<file path="src/rtl/dcr_pkg.sv">
package dcr_pkg;

  // item field widths
  localparam int IDX_W   = 10;
  localparam int COORD_W = 32;
  localparam int MASS_W  = 16;
  localparam int REST_W  = 31;

  localparam int DEFAULT_MAX_POINTS = 1024;

  // command codes carried in tuser
  localparam logic [1:0] CMD_LOAD     = 2'd0;
  localparam logic [1:0] CMD_INTERNAL = 2'd1;
  localparam logic [1:0] CMD_EXTERNAL = 2'd2;
  localparam logic [1:0] CMD_READ     = 2'd3;

  // one table entry
  typedef struct packed {
    logic [MASS_W-1:0]  m;
    logic [COORD_W-1:0] z;
    logic [COORD_W-1:0] y;
    logic [COORD_W-1:0] x;
  } point_t;

endpackage

</file>
<file path="src/rtl/dcr_index_mod.sv">
module dcr_index_mod #(
  parameter int MAX_POINTS = dcr_pkg::DEFAULT_MAX_POINTS,
  parameter int ADDR_W     = $clog2(MAX_POINTS)
) (
  input  logic                     clk,
  input  logic                     rst,
  input  logic                     start,
  input  logic [dcr_pkg::IDX_W-1:0] idx_a,
  input  logic [dcr_pkg::IDX_W-1:0] idx_b,
  output logic                     done,
  output logic [ADDR_W-1:0]        addr_a,
  output logic [ADDR_W-1:0]        addr_b
);

  localparam logic [19:0] RECIP = 20'((1 << 20) / MAX_POINTS);
  localparam logic [26:0] MOD_C = 27'(MAX_POINTS);

  logic        running;
  logic [29:0] pa, pb;
  logic [26:0] ta, tb, ra, rb;

  // reciprocal quotient estimate, low by at most one, then a single fixup
  always_comb begin
    pa = 30'(idx_a) * 30'(RECIP);
    pb = 30'(idx_b) * 30'(RECIP);
    ta = 27'(idx_a) - 27'(pa[29:20]) * MOD_C;
    tb = 27'(idx_b) - 27'(pb[29:20]) * MOD_C;
    ra = (ta >= MOD_C) ? ta - MOD_C : ta;
    rb = (tb >= MOD_C) ? tb - MOD_C : tb;
  end

  // indices latched by the parent with start are reduced in the cycle after; done is registered with them
  always_ff @(posedge clk) begin
    if (rst) begin
      running <= 1'b0;
      done    <= 1'b0;
    end else begin
      running <= start;
      done    <= running;
      if (running) begin
        addr_a <= ADDR_W'(ra);
        addr_b <= ADDR_W'(rb);
      end
    end
  end

endmodule

</file>
<file path="config.mk">
export PLATFORM = sky130hd
export DESIGN_NAME = dcr_index_mod
export DESIGN_NICKNAME = d
export VERILOG_FILES = /design/src/rtl/dcr_pkg.sv /design/src/rtl/dcr_index_mod.sv
export SDC_FILE = /design/constraint.sdc
export NUM_CORES = 1
export LEC_CHECK = 0
export BUFFER_PORTS_ARGS = -buffer_cell sky130_fd_sc_hd__buf_2
export CORE_UTILIZATION = 25
export DETAILED_ROUTE_END_ITERATION = 12
export GPL_ROUTABILITY_DRIVEN = 0
export PLACE_DENSITY = 0.63
export SLEW_MARGIN = 20
export SYNTH_ARGS = -nofsm -noshare
export SYNTH_HDL_FRONTEND = slang
export SYNTH_SLANG_ARGS = --single-unit
</file>
<file path="constraint.sdc">
create_clock -name clk -period 2.1 [get_ports clk]
set_input_delay 0 -clock clk [delete_from_list [all_inputs] [get_ports clk]]
set_output_delay 0 -clock clk [all_outputs]
set_load 0.005 [all_outputs]
</file>
==> results.toml, run 1 <==
[clock_tree]
cts_buffer_depth = 2
post-cts-setup-buffers = 0
cts.reportedPaths.clkPinSlew_ns = 0.12
clockRootBuffer = "clkbuf_4"
cts_tree = "yes"
cts-resized-gates = 0
cts.sinks = 22
numCtsBuffers = 3
cts_hold_buffers = 22
worstSkewPairLatency_ns = 0.30
h-tree-depth = 1

[worst_setup_path]
worstSetupEndpoint = "addr_a[8]$_DFFE_PP_"
cp_top_family = "buffers and inverters"
r2r_end = "addr_a[8]$_DFFE_PP_"
crit_required_ns = 2.09
crit_start = "rst"
start_kind = "primary input"
arrival_ns = 1.04
r2r-start = "running$_SDFF_PP0_"
path_cells = "dlygate4sd3_1, buf_2, nor2b_1, buf_4"
path_max_fanout = 20
crit_cells = 4
crit_buf_inv = 3
rrSetupSlack_ns = 1.06
cp-end-kind = "flip-flop"
cpPeakStageDelay_ns = 0.53
crit_slowest_cell = "dlygate4sd3_1"
crit_type = "primary input to flip-flop"
reg2regPathDepth = 2

[logic_synthesis]
synth_nets = 48
syn_area_per_cell_um2 = 26.38
ys.flop_type = "edfxtp_1"
ys_types = 3
synth-edff-count = 20
synth.most_common_cell = "edfxtp_1"
synth_top_cell_area_share = 0.9108
seq_area_frac_synth = 0.9715
async_flop_share = 0
ys_seq_elements = 22
syn_area_um2 = 659.4
yosys-top-cells-area = "edfxtp_1 91%, dfxtp_1 6.1%, nor2b_1 2.8%"
synthCells = 25
ys_top_cells_by_count = "20 x edfxtp_1, 3 x nor2b_1, 2 x dfxtp_1"
yosysWarnings = 0
synth_top_cell_by_area = "edfxtp_1"

[sta]
skew_ns = 0.01088
timing.final.crit_share = 0.4989
drv_slew = 0
worstMarginPinSlew_ns = 0.2349
max_freq_mhz = 954.4
relSlewSlack = 0.8434
setup_viol = 0
rsz0062_at_grt = "no"
finalSetupTns_ns = 0
hold_viol_final = 0
period_needed_ns = 1.048

[hold_path]
hp-class = "primary input to flip-flop"

[detailed_routing]
route.antenna.remaining_nets = 0
dr.pass1.iters = 4
drt_iter0_drc = 4
viasPerCell = 3.864
wl_per_cell_um = 11.34
wl_mm = 1.418
drc = 0
vias = 483

[die]
die_w_um = 53.36
dieHeight_um = 53.36
start_util = 0.2662
ioPinCount = 44
core_region_area_um2 = 2477
die_area_um2 = 2847
row_count = 18

[global_routing]
gr-total-overflow = 0
antenna_found_initial = 0
grt_pass1_vias = 435
grt_usage = 0.1009
grt_max_degree = 21
grt_pass1_wl_mm = 1.856

[final_layout]
nets = 119
n_fill_cell = 229
drive_gt1_frac = 0.5053
antenna_cells_inserted = 0
syn_to_final_growth_pct = 80.83

[placement]
portBuffers = 43

[run_status]
outcome = "finished clean"

[power_and_ir_drop]
vdd_drop_max_mv = 0.3251
p_per_area_nw_per_um2 = 734.5
p_leak_uw = 0.0005038
power_uw = 875.9

[job]
drv_cap = 0
sequential cells by signal, summed over array words and instances, names as in the netlist:
register,flops
done,1
addr_a,10
addr_b,10
running,1
worst min-delay path by stage:
stage                     cells past startpoint                  end     start  slack [ns]
final                                         2  addr_b[2]$_DFFE_PP_  idx_b[2]        0.41
after global routing                          2  addr_b[0]$_DFFE_PP_  idx_b[0]        0.38
after CTS                                     2  addr_a[3]$_DFFE_PP_  idx_a[3]        0.39
after detailed placement                      1  addr_a[8]$_DFFE_PP_  idx_a[8]        0.18
after global placement                        1  addr_b[0]$_DFFE_PP_  idx_b[0]        0.18
after floorplan                               1      done$_SDFF_PP0_       rst        0.07
routing by layer:
metal	share of wire	vias up	GRT usage	wire (um)
li1	-	235	-	-
met1	0.34	226	0.1024	486
met2	0.57	18	0.1646	804
met3	0.063	4	0.03161	90
met4	0.026	0	0.08772	37
met5	0	-	0	0
power breakdown:
| group | switching, uW | internal, uW |
|---|---|---|
| combinational | 22.3 | 49.7 |
| sequential | 2.97 | 492 |
| clock | 116 | 193 |
area by class of cell:
type / instances / area [um2] / share of cell area
sequential: 22 / 640.6 / 0.5373
clock inverter: 1 / 30.03 / 0.02518
multi-input combinational: 3 / 18.77 / 0.01574
timing repair buffer: 66 / 442.9 / 0.3715
tap: 30 / 37.54 / 0.03148
clock buffer: 3 / 22.52 / 0.01889
worst register-to-register path, cell delays in order, from the launching register on:
cell and delay (ns):
dfxtp_1 0.34, nor2b_1 0.12, buf_4 0.26
placed cells by master (no fill, tap or decap):
master / n
dlygate4sd3_1: 22
nor2b_1: 3
dfxtp_1: 2
clkbuf_4: 3
buf_2: 43
edfxtp_1: 20
bufinv_16: 1
buf_4: 1
cell families after synthesis:
logic type	after synthesis	share of synthesized area
flops	22	0.9715
simple gates	3	0.02847
through the flow:
step	cells	hold slack (ns)	worst slack [ns]	util	instance area [um2]
floorplan	25	0.07161	0.4579	-	659.4
finish	125	0.4059	1.052	0.4813	1192
detailed placement	99	0.1781	1.069	0.3712	919.6
CTS	125	0.3885	1.041	0.4813	1192
global placement	99	0.1786	1.091	0.3712	919.6
global route	125	0.3827	0.9594	0.4813	1192
(Power assumes the default switching activity.)
==> inputs of run 2 (changes only) <==
Clock period 2.1 ns to 1 ns, I/O delays scaled along.
==> results.toml, run 2 (synthesized netlist as in run 1, its figures left out) <==
[worst_setup_path]
crit_required_ns = 1.01
path_max_fanout = 20
cp-end-kind = "flip-flop"
reg2regPathDepth = 2
start_kind = "primary input"
arrival_ns = 0.98
crit_type = "primary input to flip-flop"

[global_routing]
gr-total-overflow = 0
grt_max_degree = 21
antenna_found_initial = 0
grt_pass1_wl_mm = 1.897
grt_pass1_vias = 426
grt_usage = 0.1025

[hold_path]
holdPathStages = 2
hp-class = "primary input to flip-flop"

[placement]
place_area_um2 = 939.7
portBuffers = 43
dp_hpwl_um = 884.5
dp_cells = 99

[sta]
setup_viol = 0
worstMarginPinSlew_ns = 0.1119
timing.final.crit_share = 0.9651
relSlewSlack = 0.9254
hold_viol_final = 0
skew_ns = 0.003766
rsz0062_at_grt = "no"
max_freq_mhz = 1036
period_needed_ns = 0.9651
drv_slew = 0

[detailed_routing]
wl_per_cell_um = 11.46
wl_met2_um = 809
route.antenna.remaining_nets = 0
drc = 0
wl_mm = 1.432
vias = 477
top_layer_used = "met4"
drt-met1-wl_um = 516
dr.pass1.iters = 1
drt_iter0_drc = 0
dr_wl_met3_um = 98
viasPerCell = 3.816

[die]
row_count = 18
dieHeight_um = 53.36
die_area_um2 = 2847
die_w_um = 53.36
start_util = 0.2662
core_region_area_um2 = 2477
ioPinCount = 44

[clock_tree]
numCtsBuffers = 3
clockRootBuffer = "clkbuf_4"
cts_tree = "yes"
cts.sinks = 22
cts.reportedPaths.clkPinSlew_ns = 0.11
cts_buffer_depth = 2
worstSkewPairLatency_ns = 0.29
h-tree-depth = 1

[final_layout]
final_core_utilization = 0.4828
drive_gt1_frac = 0.5158
top_regs = "addr_a x10, addr_b x10"
syn_to_final_growth_pct = 81.40
nets = 119
final_cell_mix = "43 x buf_2, 22 x dlygate4sd3_1, 20 x edfxtp_1"
final_common_cell = "buf_2"
final_cell_count_no_fill = 125
antenna_cells_inserted = 0
final_area_um2 = 1196

[power_and_ir_drop]
p_per_area_nw_per_um2 = 1387
power_uw = 1659
p_leak_uw = 0.0005012
vdd_drop_max_mv = 0.8355

[run_status]
outcome = "finished clean"

[job]
drv_cap = 0
-- run 2: cell types whose count changed in the layout (fill, tap and decap cells not counted), sizes merged --
cell	previous run	this run
clkbuf	3	4
bufinv	1	0
-- run 2: layout make-up --
cell class / count / area, um2
Fill cell: 225 / 1281
Sequential cell: 22 / 640.6
Timing Repair Buffer: 66 / 455.4
Tap cell: 30 / 37.54
Clock buffer: 4 / 36.28
Multi-Input combinational cell: 3 / 26.28
-- run 2: per-layer routing --
metal | vias up | track usage
met1 | 224 | 0.1107
met3 | 2 | 0.02874
met5 | - | 0
met2 | 15 | 0.1729
met4 | 0 | 0.06579
li1 | 236 | -
-- run 2: report_power, final --
part / switching [uW] / leakage [uW] / internal, uW
combinational: 49.3 / 0.000280 / 110
clock: 238 / 0.0000210 / 222
sequential: 6.63 / 0.000200 / 1030
-- run 2: path summary, 6_finish.rpt --
path                           start             endpoint  slack [ns]
setup reg to reg  running$_SDFF_PP0_  addr_b[3]$_DFFE_PP_        0.05
hold reg to reg   running$_SDFF_PP0_      done$_SDFF_PP0_        0.48
hold / removal              idx_b[2]  addr_b[2]$_DFFE_PP_        0.41
setup / recovery                 rst  addr_b[3]$_DFFE_PP_        0.03
-- run 2: what timing repair did --
| item | in CTS | in global routing |
|---|---|---|
| buffers inserted | 0 | 0 |
| endpoints found under the hold margin | 22 | 0 |
| gates resized for setup | 0 | 0 |
| hold buffers | 22 | 0 |
-- run 2: worst max-delay path, cell delays in order --
cell and delay, ns:
dlygate4sd3_1 0.53, buf_2 0.15, nor2b_4 0.12, buf_12 0.17
-- run 2: through the flow --
stage | hold WS [ns] | setup slack [ns] | setup TNS (ns)
after global placement | 0.1786 | 0.07877 | 0
after global routing | 0.3935 | 0.02156 | 0
after floorplan | 0.07161 | -0.04776 | -0.9552
after detailed placement | 0.1782 | 0.06305 | 0
final | 0.4080 | 0.03490 | 0
after CTS | 0.4008 | 0.03962 | 0
